**config.mk**
```make
export PLATFORM = sky130hd
export DESIGN_NAME = html_syntax_classifier
export DESIGN_NICKNAME = d
export VERILOG_FILES = /design/src/rtl/hsc_pkg.sv /design/src/rtl/hsc_classify.sv /design/src/rtl/hsc_out_reg.sv /design/src/rtl/html_syntax_classifier.sv
export VERILOG_INCLUDE_DIRS = /design/src /design/src/rtl
export SDC_FILE = /design/constraint.sdc
export NUM_CORES = 1
export LEC_CHECK = 0
export BUFFER_PORTS_ARGS = -buffer_cell sky130_fd_sc_hd__buf_2
export CAP_MARGIN = 15
export CORE_MARGIN = 5
export CORE_UTILIZATION = 40
export DETAILED_ROUTE_END_ITERATION = 12
export PLACE_DENSITY = 0.61
export SLEW_MARGIN = 0
export SYNTH_ARGS = -nofsm -noshare
export SYNTH_HDL_FRONTEND = slang
export SYNTH_HIERARCHICAL = 1
export SYNTH_SLANG_ARGS = --single-unit
```
**constraint.sdc**
```tcl
create_clock -name clk -period 7.5 [get_ports clk]
set_clock_uncertainty 0.1 [all_clocks]
set_input_delay 0.375 -clock clk [delete_from_list [all_inputs] [get_ports clk]]
set_output_delay 0.375 -clock clk [all_outputs]
set_load 0.005 [all_outputs]
```
**src/rtl/assert_macros.svh**
```systemverilog
// Assertion macros used by the RTL top, html_syntax_classifier.
`ifndef ASSERT_MACROS_SVH
`define ASSERT_MACROS_SVH

// Property that must hold at every clock edge outside reset.
`define HSC_ASSERT(label, prop, msg) \
	label: assert property (@(posedge clk) disable iff (!arst_n) (prop)) else $error(msg);

// Consequence that must hold in the cycle after the antecedent.
`define HSC_ASSERT_NEXT(label, ante, cons, msg) \
	label: assert property (@(posedge clk) disable iff (!arst_n) (ante) |=> (cons)) \
		else $error(msg);

`endif

```
**src/rtl/hsc_pkg.sv**
```systemverilog
// Types, codes and character constants of the HTML syntax classifier.
package hsc_pkg;

	localparam int CHAR_W        = 16;
	localparam int CHAR_BITS_DEF = 16;

	typedef enum logic [1:0] {
		MODE_NORMAL  = 2'd0,
		MODE_TAG     = 2'd1,
		MODE_COMMENT = 2'd2
	} mode_t;

	typedef enum logic [1:0] {
		Q_NONE   = 2'd0,
		Q_DOUBLE = 2'd1,
		Q_SINGLE = 2'd2
	} quote_t;

	typedef enum logic [1:0] {
		CLS_NORMAL  = 2'd0,
		CLS_ENTITY  = 2'd1,
		CLS_TAG     = 2'd2,
		CLS_COMMENT = 2'd3
	} class_t;

	typedef struct packed {
		mode_t      mode;
		logic       entity;
		quote_t     quote;
		logic [1:0] tail;
	} lex_state_t;

	localparam lex_state_t LEX_RESET = '{
		mode: MODE_NORMAL, entity: 1'b0, quote: Q_NONE, tail: 2'd0
	};

	typedef struct packed {
		logic [CHAR_W-1:0] char_code;
		logic              line_end;
	} text_item_t;

	typedef struct packed {
		logic [CHAR_W-1:0] out_char;
		logic [1:0]        char_class;
		logic              out_line_end;
		logic              run_last;
	} tag_item_t;

	localparam logic [7:0] CH_LT   = 8'h3C;
	localparam logic [7:0] CH_GT   = 8'h3E;
	localparam logic [7:0] CH_BANG = 8'h21;
	localparam logic [7:0] CH_DASH = 8'h2D;
	localparam logic [7:0] CH_AMP  = 8'h26;
	localparam logic [7:0] CH_SEMI = 8'h3B;
	localparam logic [7:0] CH_DQ   = 8'h22;
	localparam logic [7:0] CH_SQ   = 8'h27;

endpackage

```
**src/rtl/hsc_classify.sv**
```systemverilog
// Lexer rules: class of the oldest window character and the next lexer state.
module hsc_classify #(
	parameter int CHAR_BITS = hsc_pkg::CHAR_BITS_DEF
) (
	input  hsc_pkg::lex_state_t        cur,
	input  logic [3:0][CHAR_BITS-1:0]  win,
	input  logic [2:0]                 avail,
	output hsc_pkg::class_t            cls,
	output hsc_pkg::lex_state_t        nxt
);
	import hsc_pkg::*;

	function automatic logic is_ch(logic [CHAR_BITS-1:0] x, logic [7:0] c);
		return x == CHAR_BITS'(c);
	endfunction

	logic open_match;
	logic close_match;
	logic [CHAR_BITS-1:0] ch;

	assign ch = win[0];

	// patterns never match across the line end
	assign open_match = (avail >= 3'd4) && is_ch(win[0], CH_LT) && is_ch(win[1], CH_BANG)
		&& is_ch(win[2], CH_DASH) && is_ch(win[3], CH_DASH);
	assign close_match = (avail >= 3'd3) && is_ch(win[0], CH_DASH)
		&& is_ch(win[1], CH_DASH) && is_ch(win[2], CH_GT);

	always_comb begin
		nxt = cur;
		cls = CLS_NORMAL;
		case (cur.mode)
			MODE_COMMENT: begin
				cls = CLS_COMMENT;
				if (cur.tail != 2'd0) begin
					nxt.tail = cur.tail - 2'd1;
					if (cur.tail == 2'd1)
						nxt.mode = MODE_NORMAL;
				end else if (close_match) begin
					nxt.tail = 2'd2;
				end
			end
			MODE_TAG: begin
				cls = CLS_TAG;
				if (cur.quote == Q_DOUBLE) begin
					if (is_ch(ch, CH_DQ))
						nxt.quote = Q_NONE;
				end else if (cur.quote == Q_SINGLE) begin
					if (is_ch(ch, CH_SQ))
						nxt.quote = Q_NONE;
				end else if (is_ch(ch, CH_DQ)) begin
					nxt.quote = Q_DOUBLE;
				end else if (is_ch(ch, CH_SQ)) begin
					nxt.quote = Q_SINGLE;
				end else if (is_ch(ch, CH_GT)) begin
					nxt.quote = Q_NONE;
					nxt.mode  = MODE_NORMAL;
				end else begin
					nxt.quote = Q_NONE;
				end
			end
			default: begin
				nxt.mode = MODE_NORMAL;
				if (cur.entity) begin
					cls = CLS_ENTITY;
					if (is_ch(ch, CH_SEMI))
						nxt.entity = 1'b0;
				end else if (is_ch(ch, CH_LT)) begin
					if (open_match) begin
						cls      = CLS_COMMENT;
						nxt.mode = MODE_COMMENT;
						nxt.tail = 2'd0;
					end else begin
						cls       = CLS_TAG;
						nxt.mode  = MODE_TAG;
						nxt.quote = Q_NONE;
					end
				end else if (is_ch(ch, CH_AMP)) begin
					cls        = CLS_ENTITY;
					nxt.entity = 1'b1;
				end
			end
		endcase
	end

endmodule

```
**src/rtl/hsc_out_reg.sv**
```systemverilog
// Result register: holds one classified item until the receiver takes it.
module hsc_out_reg (
	input  logic               clk,
	input  logic               arst_n,
	input  logic               load,
	input  hsc_pkg::tag_item_t din,
	input  logic               stall,
	output logic               valid,
	output hsc_pkg::tag_item_t dout,
	output logic               ready
);
	import hsc_pkg::*;

	logic      valid_q;
	tag_item_t data_q;

	assign ready = !valid_q || !stall;
	assign valid = valid_q;
	assign dout  = data_q;

	always_ff @(posedge clk or negedge arst_n) begin
		if (!arst_n) begin
			valid_q <= 1'b0;
		end else if (ready) begin
			valid_q <= load;
		end
	end

	always_ff @(posedge clk) begin
		if (ready && load)
			data_q <= din;
	end

endmodule

```
**src/rtl/html_syntax_classifier.sv**
```systemverilog
// HTML syntax classifier: tags each text character normal, entity, tag or comment.
// Characters enter one per cycle on the text channel while text_stall is low and leave
// with their class on the tag channel. Within a line a character's class needs the three
// characters after it, so its result appears once the third following character is taken;
// the line-end character flushes every held character of the line, one result per cycle
// while tag_stall is low, so a line end that finds n characters (1 to 4) held yields n
// results, and every other character yields at most one. The mode (normal, tag, comment)
// carries across lines; entity and quote state end at each line end. An input register
// and a result register part the two channels.
module html_syntax_classifier #(
	parameter int CHAR_BITS = hsc_pkg::CHAR_BITS_DEF
) (
	input  logic                clk,
	input  logic                arst_n,
	input  logic                text_valid,
	output logic                text_stall,
	input  hsc_pkg::text_item_t text_data,
	output logic                tag_valid,
	input  logic                tag_stall,
	output hsc_pkg::tag_item_t  tag_data
);
	import hsc_pkg::*;

	localparam int COMMON_BITS = (CHAR_BITS < CHAR_W) ? CHAR_BITS : CHAR_W;

	// input stage
	logic                 valid_s1;
	logic [CHAR_BITS-1:0] ch_s1;
	logic                 end_s1;

	// lookahead window and lexer state
	logic [2:0][CHAR_BITS-1:0] win_q;
	logic [1:0]                cnt_q;
	logic                      flush_q;
	lex_state_t                st_q;

	logic [3:0][CHAR_BITS-1:0] w;
	logic [2:0]                avail;
	logic                      line_mode;
	logic                      emit;
	logic                      do_step;
	logic                      consume;
	logic                      last_of_line;
	logic                      out_ready;
	class_t                    cls;
	lex_state_t                nst;
	lex_state_t                st_next;
	tag_item_t                 res;

	always_comb begin
		for (int i = 0; i < 3; i++)
			w[i] = (2'(i) < cnt_q) ? win_q[i] : ch_s1;
		w[3] = ch_s1;
	end

	assign avail        = {1'b0, cnt_q} + (flush_q ? 3'd0 : 3'd1);
	assign line_mode    = flush_q || end_s1;
	assign emit         = flush_q || end_s1 || (avail == 3'd4);
	assign do_step      = (flush_q || valid_s1) && (out_ready || !emit);
	assign consume      = do_step && !flush_q;
	assign last_of_line = line_mode && (avail == 3'd1);
	assign text_stall   = valid_s1 && !consume;

	hsc_classify #(.CHAR_BITS(CHAR_BITS)) u_classify (
		.cur   (st_q),
		.win   (w),
		.avail (avail),
		.cls   (cls),
		.nxt   (nst)
	);

	// entity, quote and comment tail end with the line; the mode carries over
	always_comb begin
		st_next = nst;
		if (last_of_line) begin
			st_next.entity = 1'b0;
			st_next.quote  = Q_NONE;
			st_next.tail   = 2'd0;
		end
	end

	always_comb begin
		res.out_char     = CHAR_W'(w[0][COMMON_BITS-1:0]);
		res.char_class   = cls;
		res.out_line_end = last_of_line;
		res.run_last     = !line_mode || last_of_line;
	end

	hsc_out_reg u_out_reg (
		.clk    (clk),
		.arst_n (arst_n),
		.load   (do_step && emit),
		.din    (res),
		.stall  (tag_stall),
		.valid  (tag_valid),
		.dout   (tag_data),
		.ready  (out_ready)
	);

	always_ff @(posedge clk or negedge arst_n) begin
		if (!arst_n) begin
			valid_s1 <= 1'b0;
			cnt_q    <= 2'd0;
			flush_q  <= 1'b0;
			st_q     <= LEX_RESET;
		end else begin
			if (!valid_s1 || consume)
				valid_s1 <= text_valid;
			if (do_step) begin
				if (emit) begin
					cnt_q   <= 2'(avail - 3'd1);
					flush_q <= line_mode && !last_of_line;
					st_q    <= st_next;
				end else begin
					cnt_q <= avail[1:0];
				end
			end
		end
	end

	always_ff @(posedge clk) begin
		if (text_valid && !text_stall) begin
			ch_s1  <= CHAR_BITS'(text_data.char_code[COMMON_BITS-1:0]);
			end_s1 <= text_data.line_end;
		end
		if (do_step) begin
			for (int i = 0; i < 3; i++)
				win_q[i] <= emit ? w[i+1] : w[i];
		end
	end

`include "assert_macros.svh"

	`HSC_ASSERT(a_flush_holds, !flush_q || (cnt_q != 2'd0), "flush with empty window")
	`HSC_ASSERT(a_quote_in_tag, (st_q.quote == Q_NONE) || (st_q.mode == MODE_TAG), "quote outside tag")
	`HSC_ASSERT(a_tail_in_comment, (st_q.tail == 2'd0) || (st_q.mode == MODE_COMMENT), "tail outside comment")
	`HSC_ASSERT(a_line_end_last, !tag_valid || !tag_data.out_line_end || tag_data.run_last, "line end not last")
	`HSC_ASSERT_NEXT(a_flush_ends, flush_q && do_step && (cnt_q == 2'd1), !flush_q, "flush did not end")

endmodule
```
# Word-level counts from Yosys, hierarchy flattened
# Index checks and enable logic that the tools add are counted.
[totals] regBits=97 inputBits=21 output_inout_bits=22 wordCells=145
[classes] addsub=3 order_cmp=5 n_eq_ne=35 n_mux=44 n_reduce_logical=41
[op_table] op="== test 16 x 6 -> 1 bit (second input constant)" n=12
[op_table] op="two-way mux 16 bit" n=6
[op_table] op="two-way mux 2 bit" n=23
[op_table] op="case mux 2 bit (2 select lines)" n=4
[op_table] op="logical AND 1 bit" n=15
[op_table] op="!= test 2 bit (second input constant)" n=6
[op_table] op="logical NOT 1 bit" n=9
[op_table] op="AND reduction 9 bit" n=1
[op_table] op="nonzero test 3 bit" n=3
[op_table] op="two-way mux 1 bit" n=8
[op_table] op="two-way mux 4 bit" n=2
[op_table] op="!= test 2 x 1 -> 1 bit (second input constant)" n=4
[op_table] op="AND reduction 8 bit" n=1
[op_table] op="logical OR 1 bit" n=7
[op_table] op="AND reduction 7 bit" n=1
[op_table] op="== test 2 x 1 -> 1 bit (second input constant)" n=3
[op_table] op="!= test 3 x 1 -> 1 bit (second input constant)" n=2
[op_table] op="two-way mux 5 bit" n=1
[op_table] op="!= test 5 x 4 -> 1 bit (second input constant)" n=1
[op_table] op="== test 2 bit (second input constant)" n=2
[op_table] op="< comparator 1 x 2 -> 1 bit (first input constant)" n=2
[op_table] op="!= test 4 x 2 -> 1 bit (second input constant)" n=1
[op_table] op="!= test 4 bit (second input constant)" n=1
[op_table] op="subtractor 2 x 1 -> 2 bit (second input constant)" n=2
[op_table] op="11 further kinds" n=11

# Logic depth before layout (Yosys ltp)
# Gate-level depths: netlist (run 1).
[depth] word_depth=12 mapped_depth=12 ltp_nobuf=10

# By module
# The synthesis (run 1) kept the hierarchy.
[by_module_without_submodules] module="html_syntax_classifier" n_inst=1 cells_each=230 area_each_um2=3793.6
[by_module_without_submodules] module="hsc_out_reg" n_inst=1 cells_each=24 area_each_um2=648.1
[by_module_without_submodules] module="hsc_classify" n_inst=1 cells_each=82 area_each_um2=574.3

# Worst setup path after synthesis (run 1)
# No wires, ideal clock.
[synth_timing] path_kind="reg-to-reg" from="register flush_q" to="register ch_s1[0] (enable)" setup_time_ns=0.417 arrival_ns=2.943 required_time_ns=6.983 path_slack_ns=4.040 stages_incl_launch_ff=10 n_path_buf=1 synth_period_minus_slack_ns=3.460 cell_sequence="dfrtp_1 -> buf_2 -> inv_1 -> ha_1 -> ha_1 -> inv_1 -> ha_1 -> a21oi_1 -> o21ai_0 -> a21boi_0"
[synth_via] elab_chain_cells=12 word_cells_on_any_way=15
[synth_lines] item="from (decl)" line_no="html_syntax_classifier.sv:34" text="logic flush_q;"
[synth_lines] item="from (signal assigned)" line_no="html_syntax_classifier.sv:112" text="flush_q <= line_mode && !last_of_line;"
[synth_lines] item="two-way mux 1 bit" line_no="html_syntax_classifier.sv:56" text="assign avail = {1'b0, cnt_q} + (flush_q ? 3'd0 : 3'd1);"
[synth_lines] item="adder 2 x 1 -> 3 bit" line_no="html_syntax_classifier.sv:56"
[synth_lines] item="net avail[1]" line_no="html_syntax_classifier.sv:38" text="logic [2:0] avail;"
[synth_lines] item="== test 3 bit" line_no="html_syntax_classifier.sv:58" text="assign emit = flush_q || end_s1 || (avail == 3'd4);"
[synth_lines] item="logical OR 1 bit" line_no="html_syntax_classifier.sv:58"
[synth_lines] item="logical NOT 1 bit" line_no="html_syntax_classifier.sv:59" text="assign do_step = (flush_q || valid_s1) && (out_ready || !emit);"
[synth_lines] item="logical OR 1 bit" line_no="html_syntax_classifier.sv:59"
[synth_lines] item="logical AND 1 bit" line_no="html_syntax_classifier.sv:59"
[synth_lines] item="logical AND 1 bit" line_no="html_syntax_classifier.sv:60" text="assign consume = do_step && !flush_q;"
[synth_lines] item="logical NOT 1 bit" line_no="html_syntax_classifier.sv:62" text="assign text_stall = valid_s1 && !consume;"
[synth_lines] item="logical AND 1 bit" line_no="html_syntax_classifier.sv:62"
[synth_lines] item="logical NOT 1 bit" line_no="html_syntax_classifier.sv:122" text="if (text_valid && !text_stall) begin"
[synth_lines] item="logical AND 1 bit" line_no="html_syntax_classifier.sv:122"
[synth_lines] item="to (signal assigned)" line_no="html_syntax_classifier.sv:123" text="ch_s1 <= CHAR_BITS'(text_data.char_code[COMMON_BITS-1:0]);"
[synth_lines] item="to (decl)" line_no="html_syntax_classifier.sv:28" text="logic [CHAR_BITS-1:0] ch_s1;"
# The timed path passes the listed nets, and every way through them passes these cells.
# A chain may end at the register's enable or synchronous reset.

==> results of run 1 <==
==> power groups by stage <==
stage | logic [uW] | registers, uW | clock network [uW]
3_3_place_gp | 919 | 1020 | 0
2_1_floorplan | 758 | 981 | 0
6_report | 934 | 1020 | 449
3_5_place_dp | 936 | 1030 | 0
4_1_cts | 941 | 1020 | 463
5_1_grt | 1020 | 1040 | 487
==> per-layer routing <==
| metal | up-vias | share of wire |
|---|---|---|
| li1 | 1409 | - |
| met3 | 6 | 0.034 |
| met4 | 0 | 0.0088 |
| met1 | 1444 | 0.51 |
| met2 | 54 | 0.45 |
| met5 | - | 0 |
==> worst max-delay path, cell delays in order, from the launching register on <==
cell and delay (ns):
dfrtp_1 0.93, nand2_4 0.38, mux2_4 0.42, nor4b_1 0.39, nand3_1 0.24, nor4_4 0.39, and4b_1 0.31, o32ai_1 0.08
o21ai_0 0.08, mux2i_1 0.09
==> cell type report <==
class / instances / area, sq um / area share
multi-input combinational: 214 / 2022 / 0.3569
tap: 172 / 215.2 / 0.03799
clock buffer: 9 / 225.2 / 0.03975
inverter: 13 / 48.80 / 0.008613
timing repair buffer: 46 / 242.7 / 0.04284
clock inverter: 6 / 58.81 / 0.01038
sequential: 97 / 2853 / 0.5035
==> per-stage QoR <==
step                      setup WS, ns  power, uW  hold WS [ns]    util
after floorplan                  4.040       1739      -0.02059       -
after CTS                        3.933       2421       0.09655  0.4545
after global placement           4.002       1937        0.1819  0.4309
final                            3.944       2399        0.1091  0.4545
after detailed placement         3.915       1965        0.1730  0.4309
after global routing             3.739       2551       0.09449  0.4545
==> sequential cells by signal (all words and copies together) (netlist names) <==
name	flops
st_q	7
u_out_reg/valid	1
flush_q	1
ch_s1	16
u_out_reg/dout	20
cnt_q	2
win_q	48
end_s1	1
valid_s1	1
==> cell usage in the layout, fill, tap and decap left out, types with 6 or more instances in the layout <==
cell	synthesis	routed
edfxtp_1	85	85
mux2_2	67	67
a21oi_1	6	6
inv_1	12	12
nand2_1	8	8
dfrtp_1	12	12
nand4_1	6	6
clkbuf_16	0	9
ha_1	6	6
buf_2	5	42
mux2_1	23	23
o21ai_0	15	15
mux2_4	11	11
==> path summary, 6_finish.rpt <==
| check | startpoint | to | slack [ns] |
|---|---|---|---|
| max | cnt_q[1] | st_q[1] | 3.94 |
| min | text_data[14] | ch_s1[13] | 0.11 |
| max reg2reg | cnt_q[1] | st_q[1] | 3.94 |
| min reg2reg | u_out_reg/valid | u_out_reg/valid | 0.46 |
| max in group asynchronous | arst_n | cnt_q[0] | 6.72 |
| min in group asynchronous | arst_n | st_q[4] | 0.35 |
==> repair_timing <==
item                                   CTS  global route
hold buffers                             1             0
gates resized for setup                  0             0
endpoints found under the hold margin   12             0
==> cells by family after synthesis <==
group                      Yosys count
muxes                              106
adders and majority gates            6
buffers and inverters               25
and+or+nand+nor                     59
AOI/OAI and AO/OA                   41
xor gates and xnor gates             2
DFF                                 97
==> flow_metrics.tcl, run 1 <==
set metrics [dict create \
    grtUsageMet2 0.1985 \
    grt_use_total 0.1374 \
    grt_busiest_layer "met1" \
    synth.area.top_cells "edfxtp_1 (51%), mux2_2 (15%), dfrtp_1 (6.0%)" \
    avgSynthCellArea_sq_um 14.93 \
    p_leak_uw 0.002094 \
    synth_nets 363 \
    grt_pass1_vias 2914 \
    core_sq_mm 0.01247 \
    critPathMaxFanout 20 \
    postRouteWirelength_um 9733 \
    fin_nets 408 \
    pin_count 43 \
    grt_pass1_wl_um 15880 \
    clk_latency_ns 0.34 \
    combPwrFrac 0.390 \
    p_int_uw 1608 \
    die_area_sq_mm 0.01488 \
    ir_drop_v 0.0001426 \
    p_sw_uw 790.8 \
    cts_made_buffers 9 \
    gp_congestion 0.8581 \
    overflow 0 \
    layout_min_cycle_time_ns 3.556 \
    synthFlopType "edfxtp_1" \
    start_util 0.4024 \
    timing.final.hold_violations 0 \
    placed_cell_area_sq_mm 0.005371 \
    use_met1 0.2105 \
    finalNonFillerCells 557 \
    synth_most_common_cell "edfxtp_1" \
    seqPwrFrac 0.423 \
    via_count 2913 \
    yosysSeqAreaShare 0.5687 \
    synthArstFlopShare 0.1237 \
    yosys.area.top_type "edfxtp_1" \
    syn-cell-area_sq_mm 0.005016 \
    die_x_um 122.0 \
    powerDensity_mw_per_mm2 423.4 \
    r2r_cells 9 \
    synth_xor_area_frac 0.003492 \
    finalSetupTns_ns 0 \
    hpwlAfterDp_um 7004 \
    drc 0 \
    fill_cells 1120 \
    clockBufferDepth 2 \
    dr.pass1.iters 4 \
    finalCritPeriodShare 0.4742 \
    drtAntennaViolNets 0 \
    p_clk_frac 0.187 \
    critPathArrivalTime_ns 3.67 \
    dp.cells 541 \
    post-cts-setup-buffer-count 0 \
    synthAdderAreaFrac 0.01497 \
    setup_violations 0 \
    required_ns 7.61 \
    hold_path.class "input pin to flop" \
    swShare 0.3297 \
    htreeDepth 3 \
    drtIter0Drc 185 \
    rows 41 \
    netlist_top_cells_count "edfxtp_1 (85), mux2_2 (67), mux2_1 (23)" \
    synth_enable_flop_cells 85 \
    routed_via_density 5.230 \
    antenna_found_initial 0 \
    max_cap_violations 0 \
    grt_max_degree 49 \
    cts_root_buf "clkbuf_16" \
    critPathLaunchType "flop" \
    yosys_warnings 6 \
    relSlewSlack 0.2763 \
    final_cell_area_sq_mm 0.005665 \
    drive_gt1_frac 0.3870 \
    synthDistinctLibCells 50 \
    synth_cells 336 \
    outcome "completed" \
    crit_type "flop to flop" \
    numClockSinks 97 \
    met3_usage 0.03018 \
    syn2layout_area_growth_pct 12.95 \
    worst-slew-pin-transition_ns 1.079 \
    fmax_mhz 281.2 \
    diodes 0 \
    min_path_cells 1 \
    cts_tree "built" \
    cts.clk_slew.worst_paths_ns 0.06 \
    ys_seq_elements 97 \
    synth_top_family_by_area "multiplexers" \
    drv_slew 0 \
    dieHeight_um 122.0 \
    synth.area.mux_share 0.2449 \
    yosys.area_share.simple 0.08631 \
    synth_top_area_share 0.5089 \
    rsz0062_at_grt "false" \
    port-buffer-count 42 \
    synth_compound_area_frac 0.05338 \
    end_kind "flop" \
    wl_per_cell_um 17.47 \
]
No activity file was read; power rests on OpenSTA's default activity.
==> inputs of run 2 (changes only) <==
clock period = 3.6 ns   (was 7.5 ns; I/O delays follow)
==> run 2 against run 1 <==
- utilization grew 1.8 points
- register-to-register slack lost 3.3 ns
- clock power grew 99%
- sequential share of layout area shrank 1.9 points
- sequential cell count is the same
- combinational power grew 120%
- final area grew 4.0%
- setup slack lost 3.3 ns
- maximum frequency grew 19%
- largest cell class unchanged
==> flow_metrics.tcl, run 2 (same netlist as run 1, synthesis figures left out) <==
set metrics [dict create \
    outcome "completed" \
    crit_type "flop to flop" \
    drtAntennaViolNets 0 \
    drc 0 \
    path_cells "nor2_4 -> mux2_1 -> nor4b_2 -> nand3_1 -> or3_1 -> nor3_2 -> o22ai_1 -> o21ai_0 -> mux2i_1" \
    regMostFlops "win_q" \
    r2r_slack_ns 0.60 \
    grt_pass1_wl_um 16280 \
    hpwlAfterDp_um 7178 \
    finalCritPeriodShare 0.8325 \
    port-buffer-count 42 \
    critPathMaxFanout 12 \
    clk_latency_ns 0.35 \
    grt_use_total 0.1432 \
    antenna_found_initial 0 \
    post-cts-setup-buffer-count 0 \
    fin_nets 432 \
    cts_resized 0 \
    cts.clk_slew.worst_paths_ns 0.07 \
    syn2layout_area_growth_pct 17.46 \
    cts_root_buf "clkbuf_16" \
    largest_reg_flops 48 \
    critPathArrivalTime_ns 3.12 \
    end_kind "flop" \
    setup_violations 0 \
    cts_tree "built" \
    die_area_sq_mm 0.01488 \
    p_leak_uw 0.002191 \
    diodes 0 \
    powerDensity_mw_per_mm2 851.9 \
    drive_gt1_frac 0.3756 \
    final_cell_mix "edfxtp_1 (85), mux2_2 (67), buf_2 (42)" \
    rsz0062_at_grt "false" \
    mostFrequentLayoutCell "edfxtp_1" \
    die_x_um 122.0 \
    rows 41 \
    dr.pass1.iters 4 \
    wl_per_cell_um 17.02 \
    core_sq_mm 0.01247 \
    cp_slowest_cell "dfrtp_1" \
    clockBufferDepth 2 \
    worst-slew-pin-transition_ns 0.4086 \
    numClockSinks 97 \
    required_ns 3.73 \
    postRouteWirelength_um 9903 \
    critPathLaunchType "flop" \
    routed_via_density 5.165 \
    max_cap_violations 0 \
    fmax_mhz 333.7 \
    hold_buffers 20 \
    cts_made_buffers 9 \
    drv_slew 0 \
    grt_pass1_vias 3039 \
    hold_path.class "input pin to asynchronous set/reset pin" \
    via_count 3006 \
    overflow 0 \
    slowest_delay_ns 0.46 \
    htreeDepth 3 \
    fill_cells 1096 \
    grt_max_degree 49 \
    drtIter0Drc 150 \
    layout_min_cycle_time_ns 2.997 \
    relSlewSlack 0.7270 \
    ir_drop_v 0.0003262 \
    gp_congestion 0.8321 \
    final_util 0.4726 \
    pin_count 43 \
    start_util 0.4024 \
    finalSetupTns_ns 0 \
    timing.final.hold_violations 0 \
    dieHeight_um 122.0 \
]
run 2: cell types whose count changed in the layout (fill, tap and decap cells not counted), sizes merged:
cell         change
buf              +5
clkinvlp         +1
inv              -1
clkinv           -2
clkbuf           +4
bufinv           -1
dlygate4sd3     +19
run 2: worst paths after layout:
check / start / end / cells past startpoint
hold reg to reg: win_q[38] / win_q[38] / 1
min in group clk: text_data[13] / ch_s1[12] / 2
setup / recovery: cnt_q[1] / st_q[3] / 9
hold / removal: arst_n / st_q[4] / 2
setup reg to reg: cnt_q[1] / st_q[3] / 9
max in group asynchronous: arst_n / cnt_q[1] / 2
run 2: layer usage:
layer,global-route usage,vias up,part of all wire
li1,-,1461,-
met1,0.2023,1466,0.50
met2,0.2124,64,0.44
met3,0.02507,15,0.040
met4,0.07143,0,0.023
met5,0,-,0
run 2: final cells by class:
type	instances	area, sq um	area share
sequential	97	2853	0.4842
multi-input combinational	214	2022	0.3432
inverter	13	48.80	0.008282
timing repair buffer	70	483.0	0.08197
tap	172	215.2	0.03653
clock inverter	3	20.02	0.003398
clock buffer	13	250.2	0.04247
run 2: critical path, delay by kind of cell (launching register included):
family           cells  cell delay [ns]
AND/OR/NAND/NOR      5             1.60
multiplexers         2             0.51
flip-flops           1             0.46
AO/OA/AOI/OAI        2             0.20
run 2: where the power goes:
part / leakage (uW) / switching, uW / internal (uW)
clock: 0.000126 / 406 / 487
sequential: 0.000983 / 199 / 1880
combinational: 0.00108 / 1060 / 995
run 2: per-stage QoR:
stage	setup WS (ns)	cell area [sq um]	hold WS (ns)	cells	total power [uW]
CTS	0.5792	5892	0.1406	582	5075
detailed placement	0.5845	5421	-0.01420	546	4150
finish	0.6029	5892	0.1403	582	5019
global placement	0.6248	5421	-0.02010	546	4094
global route	0.3741	5892	0.1740	582	5324
floorplan	0.1401	5016	-0.2156	336	3624
